[src/rtl/core/dnsp_pkg.sv]
`default_nettype none
// ----------------------------------------------------------------------------
// dnsp_pkg
// Shared types and constants of the DNS A record response parser.
// ----------------------------------------------------------------------------
package dnsp_pkg;

    localparam int MAX_MESSAGE = 512;
    localparam int POS_W       = $clog2(MAX_MESSAGE + 1);

    localparam int HDR_LEN  = 12;
    localparam int INFO_LEN = 10;

    localparam logic [15:0] FLAG_MASK  = 16'hFB0F;
    localparam logic [15:0] FLAG_VALUE = 16'h8100;
    localparam logic [7:0]  PTR_MASK   = 8'hC0;

    // header positions that close a field
    localparam int POS_ID      = 1;
    localparam int POS_FLAGS   = 3;
    localparam int POS_QDCOUNT = 5;
    localparam int POS_ANCOUNT = 7;

    // record info byte offsets
    localparam int INFO_TYPE  = 1;
    localparam int INFO_CLASS = 3;

    localparam int ADDR_LEN = 4;

    typedef enum logic [0:0] {
        REG_EXPECTED_ID     = 1'b0,
        REG_QUESTION_LENGTH = 1'b1
    } reg_index_t;

    typedef enum logic [3:0] {
        PH_HEADER = 4'd0,
        PH_SKIPQ  = 4'd1,
        PH_NAME   = 4'd2,
        PH_LABEL  = 4'd3,
        PH_PTR    = 4'd4,
        PH_INFO   = 4'd5,
        PH_RDATA  = 4'd6,
        PH_ADDR   = 4'd7,
        PH_DONE   = 4'd8
    } phase_t;

    typedef enum logic [1:0] {
        V_UNDECIDED = 2'd0,
        V_FOUND     = 2'd1,
        V_IGNORED   = 2'd2,
        V_FAILED    = 2'd3
    } verdict_t;

    typedef enum logic [1:0] {
        ST_FOUND   = 2'd0,
        ST_IGNORED = 2'd1,
        ST_FAILED  = 2'd2
    } status_t;

    typedef struct packed {
        logic [15:0] expected_id;
        logic [8:0]  question_length;
    } cfg_t;

    typedef struct packed {
        status_t     status;
        logic [31:0] address;
    } result_t;

endpackage : dnsp_pkg
`default_nettype wire

[src/rtl/core/dnsp_parse.sv]
`default_nettype none
// ----------------------------------------------------------------------------
// dnsp_parse
// Per-byte parse state and verdict logic, one registered byte per cycle while step is high.
// ----------------------------------------------------------------------------
module dnsp_parse (
    input  wire logic             clk,
    input  wire logic             rst_n,
    input  wire logic             step,
    input  wire logic [7:0]       data_byte,
    input  wire logic             last_byte,
    input  wire dnsp_pkg::cfg_t   cfg,
    output logic                  res_valid,
    output dnsp_pkg::result_t     res
);

    logic [dnsp_pkg::POS_W-1:0] pos_reg, pos_next;
    dnsp_pkg::phase_t           phase_reg, phase_next;
    logic [15:0]                ans_reg, ans_next;
    logic [15:0]                skip_reg, skip_next;
    logic [15:0]                word_reg, word_next;
    logic                       type_a_reg, type_a_next;
    logic                       class_in_reg, class_in_next;
    logic [31:0]                addr_reg, addr_next;
    dnsp_pkg::verdict_t         verdict_reg, verdict_next;

    logic [15:0] word;
    logic [15:0] ans_dec;
    logic [15:0] skip_dec;
    logic [15:0] skip_inc;

    assign word     = {word_reg[7:0], data_byte};
    assign ans_dec  = ans_reg - 16'd1;
    assign skip_dec = skip_reg - 16'd1;
    assign skip_inc = skip_reg + 16'd1;

    always_comb
    begin
        pos_next      = pos_reg;
        phase_next    = phase_reg;
        ans_next      = ans_reg;
        skip_next     = skip_reg;
        word_next     = word_reg;
        type_a_next   = type_a_reg;
        class_in_next = class_in_reg;
        addr_next     = addr_reg;
        verdict_next  = verdict_reg;
        res_valid     = 1'b0;
        res.status    = dnsp_pkg::ST_FAILED;
        res.address   = 32'd0;

        if (step)
        begin
            if (pos_reg < dnsp_pkg::POS_W'(dnsp_pkg::MAX_MESSAGE))
            begin
                word_next = word;
                pos_next  = pos_reg + dnsp_pkg::POS_W'(1);
                unique case (phase_reg)
                    dnsp_pkg::PH_HEADER:
                    begin
                        priority if (pos_reg == dnsp_pkg::POS_W'(dnsp_pkg::POS_ID)
                                     && word != cfg.expected_id)
                        begin
                            verdict_next = dnsp_pkg::V_IGNORED;
                            phase_next   = dnsp_pkg::PH_DONE;
                        end
                        else if (pos_reg == dnsp_pkg::POS_W'(dnsp_pkg::POS_FLAGS)
                                 && (word & dnsp_pkg::FLAG_MASK) != dnsp_pkg::FLAG_VALUE)
                        begin
                            verdict_next = dnsp_pkg::V_FAILED;
                            phase_next   = dnsp_pkg::PH_DONE;
                        end
                        else if (pos_reg == dnsp_pkg::POS_W'(dnsp_pkg::POS_QDCOUNT)
                                 && word != 16'd1)
                        begin
                            verdict_next = dnsp_pkg::V_FAILED;
                            phase_next   = dnsp_pkg::PH_DONE;
                        end
                        else if (pos_reg == dnsp_pkg::POS_W'(dnsp_pkg::POS_ANCOUNT))
                        begin
                            ans_next = word;
                            if (word == 16'd0)
                            begin
                                verdict_next = dnsp_pkg::V_FAILED;
                                phase_next   = dnsp_pkg::PH_DONE;
                            end
                        end
                        else if (pos_reg == dnsp_pkg::POS_W'(dnsp_pkg::HDR_LEN - 1))
                        begin
                            skip_next  = {7'd0, cfg.question_length};
                            phase_next = (cfg.question_length == 9'd0) ?
                                         dnsp_pkg::PH_NAME : dnsp_pkg::PH_SKIPQ;
                        end
                        else
                        begin
                            phase_next = dnsp_pkg::PH_HEADER;
                        end
                    end
                    dnsp_pkg::PH_SKIPQ, dnsp_pkg::PH_LABEL:
                    begin
                        skip_next = skip_dec;
                        if (skip_dec == 16'd0)
                        begin
                            phase_next = dnsp_pkg::PH_NAME;
                        end
                    end
                    dnsp_pkg::PH_NAME:
                    begin
                        priority if (data_byte == 8'd0)
                        begin
                            skip_next  = 16'd0;
                            phase_next = dnsp_pkg::PH_INFO;
                        end
                        else if ((data_byte & dnsp_pkg::PTR_MASK) == dnsp_pkg::PTR_MASK)
                        begin
                            phase_next = dnsp_pkg::PH_PTR;
                        end
                        else if ((data_byte & dnsp_pkg::PTR_MASK) == 8'd0)
                        begin
                            skip_next  = {8'd0, data_byte};
                            phase_next = dnsp_pkg::PH_LABEL;
                        end
                        else
                        begin
                            // reserved label prefix
                            verdict_next = dnsp_pkg::V_FAILED;
                            phase_next   = dnsp_pkg::PH_DONE;
                        end
                    end
                    dnsp_pkg::PH_PTR:
                    begin
                        skip_next  = 16'd0;
                        phase_next = dnsp_pkg::PH_INFO;
                    end
                    dnsp_pkg::PH_INFO:
                    begin
                        if (skip_reg == 16'(dnsp_pkg::INFO_TYPE))
                        begin
                            type_a_next = (word == 16'd1);
                        end
                        else if (skip_reg == 16'(dnsp_pkg::INFO_CLASS))
                        begin
                            class_in_next = (word == 16'd1);
                        end
                        skip_next = skip_inc;
                        if (skip_inc == 16'(dnsp_pkg::INFO_LEN))
                        begin
                            // word holds rdlength here
                            priority if (type_a_reg && class_in_reg
                                         && word == 16'(dnsp_pkg::ADDR_LEN))
                            begin
                                skip_next  = 16'd0;
                                addr_next  = 32'd0;
                                phase_next = dnsp_pkg::PH_ADDR;
                            end
                            else if (word == 16'd0)
                            begin
                                ans_next = ans_dec;
                                if (ans_dec == 16'd0)
                                begin
                                    verdict_next = dnsp_pkg::V_FAILED;
                                    phase_next   = dnsp_pkg::PH_DONE;
                                end
                                else
                                begin
                                    phase_next = dnsp_pkg::PH_NAME;
                                end
                            end
                            else
                            begin
                                skip_next  = word;
                                phase_next = dnsp_pkg::PH_RDATA;
                            end
                        end
                    end
                    dnsp_pkg::PH_RDATA:
                    begin
                        skip_next = skip_dec;
                        if (skip_dec == 16'd0)
                        begin
                            ans_next = ans_dec;
                            if (ans_dec == 16'd0)
                            begin
                                verdict_next = dnsp_pkg::V_FAILED;
                                phase_next   = dnsp_pkg::PH_DONE;
                            end
                            else
                            begin
                                phase_next = dnsp_pkg::PH_NAME;
                            end
                        end
                    end
                    dnsp_pkg::PH_ADDR:
                    begin
                        addr_next = {addr_reg[23:0], data_byte};
                        skip_next = skip_inc;
                        if (skip_inc == 16'(dnsp_pkg::ADDR_LEN))
                        begin
                            verdict_next = dnsp_pkg::V_FOUND;
                            phase_next   = dnsp_pkg::PH_DONE;
                        end
                    end
                    default:
                    begin
                        phase_next = phase_reg;
                    end
                endcase
            end

            if (last_byte)
            begin
                res_valid = 1'b1;
                priority if (pos_next < dnsp_pkg::POS_W'(dnsp_pkg::HDR_LEN)
                             || verdict_next == dnsp_pkg::V_IGNORED)
                begin
                    res.status = dnsp_pkg::ST_IGNORED;
                end
                else if (verdict_next == dnsp_pkg::V_FOUND)
                begin
                    res.status  = dnsp_pkg::ST_FOUND;
                    res.address = addr_next;
                end
                else
                begin
                    res.status = dnsp_pkg::ST_FAILED;
                end
                // fresh state for the next datagram
                pos_next      = '0;
                phase_next    = dnsp_pkg::PH_HEADER;
                ans_next      = 16'd0;
                skip_next     = 16'd0;
                word_next     = 16'd0;
                type_a_next   = 1'b0;
                class_in_next = 1'b0;
                addr_next     = 32'd0;
                verdict_next  = dnsp_pkg::V_UNDECIDED;
            end
        end
    end

    always_ff @(posedge clk or negedge rst_n)
    begin
        if (!rst_n)
        begin
            pos_reg      <= '0;
            phase_reg    <= dnsp_pkg::PH_HEADER;
            ans_reg      <= 16'd0;
            skip_reg     <= 16'd0;
            word_reg     <= 16'd0;
            type_a_reg   <= 1'b0;
            class_in_reg <= 1'b0;
            addr_reg     <= 32'd0;
            verdict_reg  <= dnsp_pkg::V_UNDECIDED;
        end
        else
        begin
            pos_reg      <= pos_next;
            phase_reg    <= phase_next;
            ans_reg      <= ans_next;
            skip_reg     <= skip_next;
            word_reg     <= word_next;
            type_a_reg   <= type_a_next;
            class_in_reg <= class_in_next;
            addr_reg     <= addr_next;
            verdict_reg  <= verdict_next;
        end
    end

endmodule : dnsp_parse
`default_nettype wire

[src/rtl/core/dnsp_out.sv]
`default_nettype none
// ----------------------------------------------------------------------------
// dnsp_out
// Result register holding one verdict until the downstream side takes it.
// ----------------------------------------------------------------------------
module dnsp_out (
    input  wire logic              clk,
    input  wire logic              rst_n,
    input  wire logic              load,
    input  wire dnsp_pkg::result_t res,
    input  wire logic              m_tready,
    output logic                   m_tvalid,
    output dnsp_pkg::result_t      m_res,
    output logic                   busy
);

    logic              valid_reg, valid_next;
    dnsp_pkg::result_t res_reg, res_next;

    always_comb
    begin
        valid_next = valid_reg;
        res_next   = res_reg;
        if (valid_reg && m_tready)
        begin
            valid_next = 1'b0;
        end
        if (load)
        begin
            valid_next = 1'b1;
            res_next   = res;
        end
    end

    always_ff @(posedge clk or negedge rst_n)
    begin
        if (!rst_n)
        begin
            valid_reg <= 1'b0;
        end
        else
        begin
            valid_reg <= valid_next;
        end
    end

    always_ff @(posedge clk)
    begin
        res_reg <= res_next;
    end

    assign m_tvalid = valid_reg;
    assign m_res    = res_reg;
    // a waiting verdict blocks only the next final byte
    assign busy     = valid_reg && !m_tready;

endmodule : dnsp_out
`default_nettype wire

[src/rtl/core/dns_a_record_response_parser.sv]
`default_nettype none
// ----------------------------------------------------------------------------
// dns_a_record_response_parser
// Checks a DNS response datagram and extracts the first A/IN address.
// ----------------------------------------------------------------------------
// Takes one datagram byte per cycle and gives one verdict per datagram on the
// byte flagged by s_tlast: status 0 with the address, 1 for an ignored
// datagram (short or wrong ID), 2 for a failed lookup. Throughput is one byte
// every cycle, set by the parse state update behind the input register; the
// verdict of the final byte is registered in the result register and appears
// on m_tvalid from there. The input stalls only while a final byte waits for a
// verdict that has not yet been taken. Configure expected_id and question_length
// while no datagram is in flight.
module dns_a_record_response_parser (
    input  wire logic        clk,
    input  wire logic        rst_n,
    // input stream
    input  wire logic        s_tvalid,
    output logic             s_tready,
    input  wire logic [7:0]  s_tdata,   // [7:0] data_byte
    input  wire logic        s_tlast,   // last_byte
    // result stream
    output logic             m_tvalid,
    input  wire logic        m_tready,
    output logic [31:0]      m_tdata,   // [31:0] address
    output logic [1:0]       m_tuser,   // [1:0] status
    // configuration
    input  wire logic        cfg_we,
    input  wire logic [0:0]  cfg_index,
    input  wire logic [15:0] cfg_data
);

    logic        in_valid_reg, in_valid_next;
    logic [7:0]  in_byte_reg;
    logic        in_last_reg;
    logic [15:0] expected_id_reg;
    logic [8:0]  question_length_reg;

    logic              advance;
    logic              step;
    logic              out_busy;
    logic              res_valid;
    dnsp_pkg::result_t res;
    dnsp_pkg::result_t m_res;
    dnsp_pkg::cfg_t    cfg;

    assign advance  = !(in_last_reg && out_busy);
    assign step     = in_valid_reg && advance;
    assign s_tready = !in_valid_reg || advance;

    always_comb
    begin
        in_valid_next = in_valid_reg;
        if (s_tvalid && s_tready)
        begin
            in_valid_next = 1'b1;
        end
        else if (step)
        begin
            in_valid_next = 1'b0;
        end
    end

    always_ff @(posedge clk or negedge rst_n)
    begin
        if (!rst_n)
        begin
            in_valid_reg <= 1'b0;
        end
        else
        begin
            in_valid_reg <= in_valid_next;
        end
    end

    always_ff @(posedge clk)
    begin
        if (s_tvalid && s_tready)
        begin
            in_byte_reg <= s_tdata;
            in_last_reg <= s_tlast;
        end
    end

    always_ff @(posedge clk or negedge rst_n)
    begin
        if (!rst_n)
        begin
            expected_id_reg     <= 16'd0;
            question_length_reg <= 9'd5;
        end
        else if (cfg_we)
        begin
            unique case (dnsp_pkg::reg_index_t'(cfg_index))
                dnsp_pkg::REG_EXPECTED_ID:     expected_id_reg     <= cfg_data;
                dnsp_pkg::REG_QUESTION_LENGTH: question_length_reg <= cfg_data[8:0];
                default:                       expected_id_reg     <= expected_id_reg;
            endcase
        end
    end

    assign cfg.expected_id     = expected_id_reg;
    assign cfg.question_length = question_length_reg;

    dnsp_parse u_parse (
        .clk       (clk),
        .rst_n     (rst_n),
        .step      (step),
        .data_byte (in_byte_reg),
        .last_byte (in_last_reg),
        .cfg       (cfg),
        .res_valid (res_valid),
        .res       (res)
    );

    dnsp_out u_out (
        .clk      (clk),
        .rst_n    (rst_n),
        .load     (res_valid),
        .res      (res),
        .m_tready (m_tready),
        .m_tvalid (m_tvalid),
        .m_res    (m_res),
        .busy     (out_busy)
    );

    assign m_tdata = m_res.address;
    assign m_tuser = m_res.status;

endmodule : dns_a_record_response_parser
`default_nettype wire

[config.mk]
export PLATFORM = sky130hd
export DESIGN_NAME = dns_a_record_response_parser
export DESIGN_NICKNAME = d
export VERILOG_FILES = /design/src/rtl/core/dnsp_pkg.sv /design/src/rtl/core/dnsp_parse.sv /design/src/rtl/core/dnsp_out.sv /design/src/rtl/core/dns_a_record_response_parser.sv
export SDC_FILE = /design/constraint.sdc
export NUM_CORES = 1
export LEC_CHECK = 0
export ABC_AREA = 1
export BUFFER_PORTS_ARGS = -buffer_cell sky130_fd_sc_hd__buf_2
export CAP_MARGIN = 20
export CELL_PAD_IN_SITES_DETAIL_PLACEMENT = 0
export CELL_PAD_IN_SITES_GLOBAL_PLACEMENT = 1
export CORE_UTILIZATION = 49
export CTS_CLUSTER_SIZE = 25
export DETAILED_ROUTE_END_ITERATION = 12
export PLACE_DENSITY_LB_ADDON = 0.1
export SYNTH_ARGS = -nofsm -noshare
export SYNTH_HDL_FRONTEND = slang
export SYNTH_HIERARCHICAL = 1
export SYNTH_SLANG_ARGS = --single-unit
[constraint.sdc]
create_clock -name clk -period 9.2 [get_ports clk]
set_input_delay 0.92 -clock clk [delete_from_list [all_inputs] [get_ports clk]]
set_output_delay 0.92 -clock clk [all_outputs]
set_load 0.03 [all_outputs]
; ---- Word-level counts from Yosys, hierarchy flattened
; Cells that the tools add are included.
[classes]
n_addsub = 4
order_cmp = 2
eq_ne = 40
n_mux = 90
bitwise = 4
reduce_logical = 43
[ops]
columns = operator, count
row1 = 2-to-1 mux 16 bit, 23
row2 = 2-to-1 mux 32 bit, 4
row3 = case mux 16 bit (6 select lines), 1
row4 = 2-to-1 mux 4 bit, 18
row5 = case mux 32 bit (2 select lines), 1
row6 = logical NOT 16 bit, 3
row7 = case mux 16 bit (3 select lines), 1
row8 = 2-to-1 mux 2 bit, 20
row9 = "equality test 16 x 1 -> 1 bit, second input constant", 2
row10 = "equality test 16 x 3 -> 1 bit, second input constant", 2
row11 = "subtractor 16 x 1 -> 16 bit, second input constant", 2
row12 = 2-to-1 mux 10 bit, 3
row13 = case mux 4 bit (7 select lines), 1
row14 = "inequality test 3 x 2 -> 1 bit, second input constant", 7
row15 = "equality test 10 x 3 -> 1 bit, second input constant", 2
row16 = "adder 16 x 1 -> 16 bit, second input constant", 1
row17 = "equality test 16 x 2 -> 1 bit, second input constant", 1
row18 = "equality test 16 x 4 -> 1 bit, second input constant", 1
row19 = "equality test 4 x 3 -> 1 bit, second input constant", 4
row20 = logical NOT 8 bit, 2
row21 = 2-to-1 mux 8 bit, 2
row22 = "inequality test 16 x 1 -> 1 bit, second input constant", 1
row23 = inequality test 16 bit, 1
row24 = 2-to-1 mux 1 bit, 15
row25 = other kinds (36), 65
[word_totals]
reg_bits = 160
inputBits = 31
output_inout_bits = 36
wordCells = 200

; ---- Depth between registers and ports, before layout
; Gate-level depths: netlist of the first run.
[logic_depth]
ltp_word = 12
depth_mapped = 21
mapped_depth_nobuf = 20

; ---- Cells and area by module
; Netlist of the first run, hierarchy kept.
[by_module_without_submodules]
columns = module, n_inst, cells_per_inst, area_each_um2, seq_area_each_um2
row1 = dnsp_parse, 1, 1233, 7895.1, 2252.2
row2 = dns_a_record_response_parser, 1, 125, 1341.3, 923.4
row3 = dnsp_out, 1, 40, 1067.3, 1046.0

; ---- Worst setup path before layout of the first run
; Ideal clock, no wire load.
[synth_timing]
path_type = input-to-reg
start = in m_tready
end = reg u_parse.skip_reg[13]
setup_ns = 0.083
t_arrival_ns = 3.550
t_required_ns = 9.117
slack_ns = 5.568
cell_stages = 13
path_buffers = 1
cell_sequence = inv_1 nand2_2 inv_1 a21boi_0 buf_2 nand2_1 inv_1 nor2_1 nor4_4 nand2_1 nor2_1 o21ai_0 o21ai_0
[synth_via]
elab_chain_len = 6
[synth_lines]
columns = element, line
row1 = start: declaration, dns_a_record_response_parser.sv:24  ; input wire logic m_tready,
row2 = logical NOT 1 bit, dnsp_out.sv:55  ; assign busy = valid_reg && !m_tready;
row3 = logical AND 1 bit, dnsp_out.sv:55
row4 = named net out_busy, dns_a_record_response_parser.sv:41  ; logic out_busy;
row5 = logical AND 1 bit, dns_a_record_response_parser.sv:47  ; assign advance = !(in_last_reg && out_busy);
row6 = logical NOT 1 bit, dns_a_record_response_parser.sv:47
row7 = logical AND 1 bit, dns_a_record_response_parser.sv:48  ; assign step = in_valid_reg && advance;
row8 = named net step, dns_a_record_response_parser.sv:40  ; logic step;
row9 = AND reduction 10 bit (no line), n/a
row10 = end signal: assignment, dnsp_parse.sv:260  ; skip_reg <= skip_next;
row11 = end: declaration, dnsp_parse.sv:20  ; logic [15:0] skip_reg, skip_next;
; The timed path passes the listed nets, and every way through them passes these cells.
; A chain may end at the register's enable or synchronous reset.

; ---- Final worst setup path of the first run
[layout_timing]
start = reg in_last_reg
end = reg u_parse.skip_reg[13]
[layout_via]
elab_chain_len = 4
word_cells_on_any_way = 14
cone_classes = 7 x eq/ne / 1 x mux / 6 x reduce/logical
[layout_lines]
columns = element, line
row1 = start: declaration, dns_a_record_response_parser.sv:35  ; logic in_last_reg;
row2 = start signal: assignment, dns_a_record_response_parser.sv:81  ; in_last_reg <= s_tlast;
row3 = logical AND 1 bit, dns_a_record_response_parser.sv:47
row4 = logical NOT 1 bit, dns_a_record_response_parser.sv:47
row5 = logical AND 1 bit, dns_a_record_response_parser.sv:48
row6 = named net step, dns_a_record_response_parser.sv:40
row7 = AND reduction 10 bit (no line), n/a
; The timed path passes the listed nets, and every way through them passes these cells.

==> impl_metrics.toml, run 1 <==
[worst_hold_path]
hold_depth = 2
min_path_type = "reg2reg"
holdCritStartpoint = "question_length_reg[0]$_DFFE_PN1P_"

[power_and_ir_drop]
p_total_mw = 2.807
power.share.sequential = 0.334
pwr-share-comb = 0.417
max-vdd-ir-drop_mv = 0.1162
power.switching_mw = 1.287
p_clk_frac = 0.249
intPower_mw = 1.520
powerDensity_mw_per_mm2 = 247.5
p_sw_frac = 0.4584
p_leak_nw = 5.389

[drt]
route.met3.wl_um = 1727
wl_met2_um = 13430
m1WireLength_um = 14480
wl_per_cell_um = 17.64
drt_iter0_markers = 811
viasPerCell = 5.672
top_layer_used = "met4"
route.detailed.drc = 0
wl_um = 30320
dr_total_vias = 9750
ant_nets = 0
drt-pass1-iter-count = 5

[sta]
fin_skew_ns = 0.01107
period_needed_ns = 4.337
fin_tns_setup_ns = 0
slew_violations = 0
report.final.setup_viol = 0
fmax_mhz = 230.6
finalWorstSetupSlack_ns = 4.863
holdWs_ns = 0.4892
hold_viol_final = 0
rsz0062_at_grt = "false"
relSlewSlack = 0.3067
worstMarginPinSlew_ns = 1.036
timing.final.crit_share = 0.4714

[final_layout]
final_common_cell = "nand2_1"
largest_reg_flops = 34
final_util = 0.5551
fin_nets = 1478
final_cell_mix = "nand2_1, inv_1, nor2_1, nand3_1, dfrtp_1"
fillCellCount = 2057
finish.instance_area_sq_mm = 0.01134
fin_cells = 1719
area_delta_synth_final_pct = 10.07
drive_gt1_frac = 0.1036

[cts]
clk_latency_ns = 0.43
cts_setup_buffers = 0
clockBufferDepth = 2
cts.repair.resized = 0
clock-sinks = 160
h-tree-depth = 4
cts_buffers = 17
cts_tree = "yes"
hold_buffers = 0
ctsRootBufferMaster = "clkbuf_16"
path_clk_slew_ns = 0.08

[global_routing]
grt-ovfl-total = 0
grt_max_degree = 65
grt_pass1_vias = 9138
antenna_found_initial = 1
grt_usage = 0.2937
grt_pass1_wl_um = 49420

[floorplan]
core-area_sq_mm = 0.02043
dieArea_sq_mm = 0.02161
die_h_um = 147.0
placementRows = 52
start_util = 0.5043
ios = 67
die_w_um = 147.0

[critical_path]
cp_num_buf_inv = 3
cp.required_ns = 9.54
path_cells = "a21boi_4 -> buf_4 -> nand2_1 -> inv_1 -> buf_4 -> nor2_1 -> nor4_4 -> nand2_1 -> nor2_1 -> o21ai_0 -> o21ai_0"
worstSetupStartpoint = "in_last_reg$_DFFE_PP_"
startpoint_type = "flop"
cp_max_fo = 45
r2r_cells = 11
reg2reg_slack_ns = 4.86
slowest_stage = "nor4_4"
reg2reg_from = "in_last_reg$_DFFE_PP_"
cp-end-kind = "flop"
slowest_delay_ns = 0.81
crit_arrival_ns = 4.67
crit_family = "simple AND/OR/NAND/NOR gates"
cp.depth = 11
worstSetupPathType = "reg2reg"

[synthesis]
syn-cell-area_sq_mm = 0.01030
async_flop_share = 0.7313
synthCells = 1398
avgSynthCellArea_sq_um = 7.370
synth_seq_area_share = 0.4097
synthDistinctLibCells = 52
synth_edf_count = 43
synth_seq_cells = 160
yosys_warnings = 6
synthesis.nets = 1441
ys.flop_type = "dfrtp_1"

[status]
status = "finished, final reports clean"

[place]
dpl_cell_area_sq_mm = 0.01077
place_inst = 1686
pre_cts_slack_ns = 4.470
io_buffers = 66
dp_hpwl_um = 21570
gp_congestion = 0.8994

[job]
cap_violations = 0
[cell type report]
type | instances | area (sq um) | area share
Tap cell | 270 | 337.8 | 0.02979
Antenna cell | 1 | 2.502 | 0.0002207
Clock buffer | 17 | 425.4 | 0.03751
Sequential cell | 160 | 4222 | 0.3722
Multi-Input combinational cell | 979 | 5040 | 0.4444
Inverter | 199 | 747.0 | 0.06586
Clock inverter | 15 | 143.9 | 0.01269
Timing Repair Buffer | 78 | 422.9 | 0.03729
[logic make-up (layout without fill, tap and decap cells)]
group,Yosys count,count (layout),synth area share
DFF,160,160,0.4097
buffers and inverters,259,309,0.1030
other,0,1,0
adders and majority gates,12,12,0.01457
muxes,2,2,0.001943
AOI/OAI and AO/OA,276,276,0.1633
and+or+nand+nor,664,664,0.2862
xor gates and xnor gates,25,25,0.02125
[metal layers]
metal	track usage	vias up
met5	0	-
met4	0.09845	0
met3	0.04441	42
met2	0.4377	343
met1	0.4352	4595
li1	-	4770
[final timing paths]
kind	end
min reg2reg	question_length_reg[0]$_DFFE_PN1P_
min in group asynchronous	u_parse/skip_reg[15]$_DFFE_PN0P_
max in group asynchronous	u_parse/ans_reg[5]$_DFFE_PN0P_
max	u_parse/skip_reg[13]$_DFFE_PN0P_
max reg2reg	u_parse/skip_reg[13]$_DFFE_PN0P_
min	question_length_reg[0]$_DFFE_PN1P_
[power groups by stage]
stage / logic (mW) / registers [mW] / clock network (mW)
6_report: 1.17 / 0.936 / 0.700
5_1_grt: 1.31 / 0.950 / 0.743
4_1_cts: 1.15 / 0.934 / 0.711
3_5_place_dp: 1.15 / 0.947 / 0
3_3_place_gp: 1.14 / 0.948 / 0
2_1_floorplan: 0.917 / 0.908 / 0
[worst reg2reg max path, stage by stage (launching register included)]
cell,delay [ns]
edfxtp_1,0.67
a21boi_4,0.24
buf_4,0.45
nand2_1,0.19
inv_1,0.08
buf_4,0.40
nor2_1,0.19
nor4_4,0.81
nand2_1,0.39
nor2_1,0.53
o21ai_0,0.17
o21ai_0,0.12
[synthesized netlist by cell type, types with 3 or more instances]
cell type / count / area share
nand2_1: 290 / 0.11
inv_1: 187 / 0.068
nor2_1: 163 / 0.059
dfrtp_1: 115 / 0.28
nand3_1: 115 / 0.056
o21ai_0: 75 / 0.036
a21oi_1: 64 / 0.031
o22ai_1: 50 / 0.030
nand4_1: 44 / 0.027
edfxtp_1: 43 / 0.13
clkbuf_1: 34 / 0.012
a22o_1: 32 / 0.027
xor2_1: 23 / 0.020
o211ai_1: 16 / 0.012
nor3_1: 15 / 0.0073
o21ai_1: 14 / 0.0068
ha_1: 12 / 0.015
buf_4: 9 / 0.0066
buf_2: 8 / 0.0039
inv_2: 8 / 0.0029
nand2_2: 7 / 0.0042
nor2_2: 7 / 0.0042
o221ai_1: 7 / 0.0060
buf_6: 6 / 0.0066
nor4_1: 6 / 0.0036
a31oi_1: 5 / 0.0030
and2_1: 4 / 0.0024
clkinv_1: 4 / 0.0015
nor2_4: 4 / 0.0044
buf_1: 3 / 0.0011
No activity file was read; power rests on OpenSTA's default activity.
==> run 2, diff against run 1 <==
CORE_UTILIZATION = 45   (was 49)
clock period = 4.27 ns   (was 9.2 ns; I/O delays follow)
==> run 2 against run 1 <==
- sequential share of layout area down 0.32 points
- die area up 8.8%
- final area up 0.87%
- critical endpoint unchanged
- flip-flop and latch count unchanged
- first-iteration DRC count up 32%
- critical path depth up 1
- via count up 1.1%
- highest routed layer unchanged
- count of clock-buffer cells in the layout unchanged
- largest power group unchanged
==> impl_metrics.toml, run 2 (synthesis results as in run 1) <==
[status]
status = "finished, final reports clean"

[final_layout]
final_common_cell = "nand2_1"
finish.instance_area_sq_mm = 0.01144
area_delta_synth_final_pct = 11.03
antennaDiodeCount = 0
final_util = 0.5162
fillCellCount = 2232
largest_reg_flops = 34
drive_gt1_frac = 0.1072
final_cell_mix = "nand2_1, inv_1, nor2_1, nand3_1, dfrtp_1"
fin_nets = 1485

[cts]
cts_tree = "yes"
cts.repair.resized = 0
ctsRootBufferMaster = "clkbuf_16"
hold_buffers = 0
cts_buffers = 17
path_clk_slew_ns = 0.07
clockBufferDepth = 2
clk_latency_ns = 0.44
cts_setup_buffers = 0
h-tree-depth = 4
clock-sinks = 160

[critical_path]
slowest_delay_ns = 0.87
startpoint_type = "flop"
reg2reg_from = "in_byte_reg[6]$_DFFE_PP_"
r2r_cells = 12
worstSetupPathType = "reg2reg"
worstSetupStartpoint = "in_byte_reg[6]$_DFFE_PP_"
cp.required_ns = 4.62
cp-end-kind = "flop"
reg2reg_slack_ns = 0.70
cp_max_fo = 17
crit_end = "u_parse/skip_reg[13]$_DFFE_PN0P_"
path_common_cell = "inv_1"
path_cells = "inv_1 -> ha_1 -> nand3_1 -> inv_1 -> nand2_1 -> inv_1 -> nor3_1 -> nor4_4 -> nand2_1 -> nor2_1 -> o21ai_0 -> o21ai_0"
slowest_stage = "nor4_4"
crit_arrival_ns = 3.92
rr_endpoint = "u_parse/skip_reg[13]$_DFFE_PN0P_"

[power_and_ir_drop]
p_total_mw = 6.203
power.share.sequential = 0.322
p_leak_nw = 5.424
pwr-share-comb = 0.426
max-vdd-ir-drop_mv = 0.2662
p_clk_frac = 0.252
intPower_mw = 3.298
p_sw_frac = 0.4684
power.switching_mw = 2.906
powerDensity_mw_per_mm2 = 542.2

[floorplan]
core-area_sq_mm = 0.02216
dieArea_sq_mm = 0.02351
placementRows = 54
start_util = 0.4649
die_w_um = 153.3
ios = 67
die_h_um = 153.3

[sta]
fin_skew_ns = 0.01444
slew_violations = 0
report.final.setup_viol = 0
hold_viol_final = 0
finalWorstSetupSlack_ns = 0.6954
worstMarginPinSlew_ns = 0.9859
relSlewSlack = 0.3378
fin_tns_setup_ns = 0
rsz0062_at_grt = "false"
fmax_mhz = 279.7
timing.final.crit_share = 0.8372
period_needed_ns = 3.575

[global_routing]
grt_max_degree = 60
antenna_found_initial = 1
grt-ovfl-total = 0
grt_pass1_vias = 9507
grt_pass1_wl_um = 53320
grt_usage = 0.2916

[drt]
route.detailed.drc = 0
ant_nets = 0
drt_iter0_markers = 1074
wl_per_cell_um = 19.06
dr_total_vias = 9857
viasPerCell = 5.681
drt-pass1-iter-count = 5
wl_um = 33060

[place]
dpl_cell_area_sq_mm = 0.01085
dp_hpwl_um = 23830
pre_cts_slack_ns = 0.7088
io_buffers = 66
gp_congestion = 0.9057

[worst_hold_path]
min_path_type = "in2async"

[job]
cap_violations = 0
[run 2: cell types whose count changed in the layout (fill, tap and decap cells not counted), moves of 2 or more]
cell / change
buf_4: +6
clkinv_2: -2
clkinv_8: +3
inv_6: -4
clkinvlp_4: +3
clkinv_4: -2
[run 2: worst min path at each step]
stage | startpoint | to | slack, ns | cells after the start
3_3_place_gp | u_parse/ans_reg[15]$_DFFE_PN0P_ | u_parse/ans_reg[15]$_DFFE_PN0P_ | 0.47 | 2
3_5_place_dp | u_parse/ans_reg[15]$_DFFE_PN0P_ | u_parse/ans_reg[15]$_DFFE_PN0P_ | 0.48 | 2
6_report | rst_n | u_parse/skip_reg[15]$_DFFE_PN0P_ | 0.08 | 1
4_1_cts | rst_n | u_parse/addr_reg[27]$_DFFE_PN0P_ | 0.13 | 1
2_1_floorplan | rst_n | expected_id_reg[0]$_DFFE_PN0P_ | 0.13 | 0
5_1_grt | s_tdata[2] | in_byte_reg[2]$_DFFE_PP_ | 0.15 | 1
[run 2: final cells by class]
type / instances / area (sq um) / share of cell area
repair buffers: 85 / 488.0 / 0.04266
clock inverters: 15 / 167.7 / 0.01466
multi-input cells: 979 / 5040 / 0.4406
inverters: 199 / 747.0 / 0.06530
clock buffers: 17 / 425.4 / 0.03719
well taps: 280 / 350.3 / 0.03062
flip-flops and latches: 160 / 4222 / 0.3690
[run 2: per-layer routing]
| metal | track usage | part of all wire |
|---|---|---|
| met1 | 0.4240 | 0.46 |
| met2 | 0.4579 | 0.46 |
| met3 | 0.04480 | 0.066 |
| met4 | 0.05916 | 0.013 |
| met5 | 0 | 0 |
[run 2: power groups by stage]
stage	combinational (mW)	sequential [mW]	clock, mW
3_5_place_dp	2.59	2.02	0
5_1_grt	2.95	2.03	1.66
3_3_place_gp	2.62	2.02	0
2_1_floorplan	1.98	1.96	0
4_1_cts	2.60	1.99	1.59
6_report	2.64	2.00	1.57
[run 2: through the flow]
step	cells	hold WS, ns
after detailed placement	1703	0.4793
after floorplan	1398	0.1314
after CTS	1735	0.1277
after global routing	1735	0.1529
final	1735	0.08095
after global placement	1702	0.4740
[run 2: critical path, delay by kind of cell, from the launching register on]
| family | cells | cell delay (ns) |
|---|---|---|
| compound gates | 2 | 0.27 |
| fa+ha+maj | 1 | 0.23 |
| buf+inv | 3 | 0.34 |
| flops | 1 | 0.53 |
| simple gates | 6 | 2.12 |
==> run 3, diff against run 2 <==
ABC_AREA = 0   (was 1)
CORE_UTILIZATION = 48   (was 45)
clock period = 3.6 ns   (was 4.27 ns; I/O delays follow)
==> run 3 against run 2 <==
- the run now ends with negative hold slack left
- final cell count down 17%
- first-iteration DRC count down 24%
- hold slack worse by 0.11 ns
- clock skew down 0.0047 ns
- highest routed layer unchanged
- die area down 9.7%
- critical path type unchanged
- sequential power up 29%
- final area up 2.1%
- total power up 28%
- global-route usage up 0.48 points
- non-clock buffer count up 80
- clock power up 28%
- combinational power up 27%
==> impl_metrics.toml, run 3 <==
[synthesis]
synth_edf_count = 43
avgSynthCellArea_sq_um = 9.414
synth_seq_cells = 160
yosys.area_share.simple = 0.2008
synth.top_cell.area_share = 0.2903
synthDistinctLibCells = 92
synthTopCellsByCount = "dfrtp_1, nor2_1, a22oi_1"
synth_mux_area_frac = 0.03648
synth-compound-area-share = 0.2187
synthCells = 1053
synthesis.nets = 1096
synth_top_family_by_area = "compound AO/OA/AOI/OAI gates"
syn-cell-area_sq_mm = 0.009913
ys.flop_type = "dfrtp_1"
synth_most_common_cell = "dfrtp_1"
synthAdderAreaFrac = 0.01515
synth_seq_area_share = 0.4258
synth_area_leaders = "dfrtp_1, edfxtp_1, a22oi_1"
synth_xor_area_frac = 0.03622
synth_top_area_cell = "dfrtp_1"
async_flop_share = 0.7313
yosys_warnings = 6

[final_layout]
largest_reg_flops = 34
final_cell_mix = "dfrtp_1, buf_4, nor2_1, a22oi_1, o21ai_0"
final_util = 0.5775
final_common_cell = "dfrtp_1"
drive_gt1_frac = 0.2530
fillCellCount = 1822
fin_nets = 1196
antennaDiodeCount = 0
fin_cells = 1436
area_delta_synth_final_pct = 17.87

[global_routing]
antenna_found_initial = 0
grt_pass1_vias = 8407
grt_pass1_wl_um = 48790
grt_max_degree = 67
grt_usage = 0.2964
grt-ovfl-total = 0

[floorplan]
core-area_sq_mm = 0.02023
die_h_um = 145.7
placementRows = 52
ios = 67
start_util = 0.4899
dieArea_sq_mm = 0.02123
die_w_um = 145.7

[critical_path]
path_cells = "inv_1 -> ha_2 -> or4b_4 -> or3_1 -> a21oi_2 -> nor2_1 -> or3_4 -> o31a_1 -> o211ai_2 -> o2111ai_4 -> buf_8 -> nor3_1"
reg2reg_slack_ns = 0.13
cp-end-kind = "flop"
cp.required_ns = 3.87
crit_arrival_ns = 3.74
slowest_delay_ns = 0.47
cp_num_buf_inv = 2
startpoint_type = "flop"
cp_max_fo = 13
slowest_stage = "or4b_4"
worstSetupPathType = "reg2reg"
crit_family = "simple AND/OR/NAND/NOR gates"

[drt]
viasPerCell = 6.237
wl_um = 30690
dr_total_vias = 8957
ant_nets = 0
drt_iter0_markers = 812
route.detailed.drc = 0
wl_per_cell_um = 21.37
drt-pass1-iter-count = 5

[cts]
cts_buffers = 17
clk_latency_ns = 0.44
ctsRootBufferMaster = "clkbuf_16"
cts_tree = "yes"
h-tree-depth = 4
clockBufferDepth = 2
hold_buffers = 0
path_clk_slew_ns = 0.07
clock-sinks = 160

[sta]
relSlewSlack = 0.3502
timing.final.crit_share = 0.9638
report.final.setup_viol = 0
rsz0062_at_grt = "true"
worstMarginPinSlew_ns = 0.9683
fmax_mhz = 288.2
fin_skew_ns = 0.009752
holdWs_ns = -0.02974
slew_violations = 0
period_needed_ns = 3.470
hold_viol_final = 6

[power_and_ir_drop]
max-vdd-ir-drop_mv = 0.3693
powerDensity_mw_per_mm2 = 680.2
p_total_mw = 7.949
p_leak_nw = 4.682

[worst_hold_path]
min_path_type = "in2async"

[status]
status = "finished, violations left"
violations = "negative hold slack"

[place]
place_inst = 1403
dp_hpwl_um = 21910
io_buffers = 66
gp_congestion = 0.9617

[job]
cap_violations = 0
run 3: path summary, 6_finish.rpt:
| kind | cells past startpoint | to | start |
|---|---|---|---|
| worst min-delay path | 1 | u_parse/pos_reg[5]$_DFFE_PN0P_ | rst_n |
| worst max-delay path | 12 | u_out/m_res[1]$_DFFE_PP_ | u_parse/ans_reg[1]$_DFFE_PN0P_ |
| worst max register to register | 12 | u_out/m_res[1]$_DFFE_PP_ | u_parse/ans_reg[1]$_DFFE_PN0P_ |
| worst min register to register | 1 | expected_id_reg[12]$_DFFE_PN0P_ | expected_id_reg[12]$_DFFE_PN0P_ |
| max in group asynchronous | 2 | question_length_reg[2]$_DFFE_PN1P_ | rst_n |
| min in group clk | 1 | in_byte_reg[0]$_DFFE_PP_ | s_tdata[0] |
run 3: final cells by class:
type | instances | area, sq um | area share
Timing Repair Buffer | 165 | 1171 | 0.1002
Sequential cell | 160 | 4224 | 0.3615
Multi-Input combinational cell | 748 | 5074 | 0.4342
Tap cell | 270 | 337.8 | 0.02891
Inverter | 61 | 229.0 | 0.01960
Clock buffer | 17 | 425.4 | 0.03641
Clock inverter | 15 | 224.0 | 0.01917
run 3: repair_timing:
item,CTS,global route
endpoints found under the setup margin,12,33
pin swaps,0,2
gates resized for setup,1,7
setup buffers,0,1
run 3: stage by stage:
stage	setup TNS, ns	area, sq um	setup WS [ns]	hold slack [ns]
after floorplan	0	9913	0.007219	0.06441
after global placement	0	11000	0.1337	0.4597
after detailed placement	-0.001513	11000	-0.001513	0.4715
after CTS	0	11650	0.03079	0.006261
after global routing	-0.02482	11690	-0.01245	0.02239
final	0	11690	0.1301	-0.02974
run 3: report_power, final:
| group | leakage [nW] | total [mW] | switching, mW | internal, mW |
|---|---|---|---|---|
| Sequential | 1.93 | 2.59 | 0.412 | 2.18 |
| Clock | 0.311 | 2.01 | 0.825 | 1.19 |
| Combinational | 2.44 | 3.35 | 1.93 | 1.42 |
run 3: kinds of logic (layout without fill, tap and decap cells):
family | Yosys count | count (layout)
buf+inv | 145 | 258
simple gates | 347 | 347
compound gates | 319 | 319
xor+xnor | 41 | 41
fa+ha+maj | 12 | 12
mux | 29 | 29
flops | 160 | 160
run 3: metal layers:
layer	global-route usage	vias up	share of wire
li1	-	4136	-
met1	0.4289	4424	0.45
met2	0.4598	356	0.47
met3	0.04765	41	0.059
met4	0.08053	0	0.019
met5	0	-	0
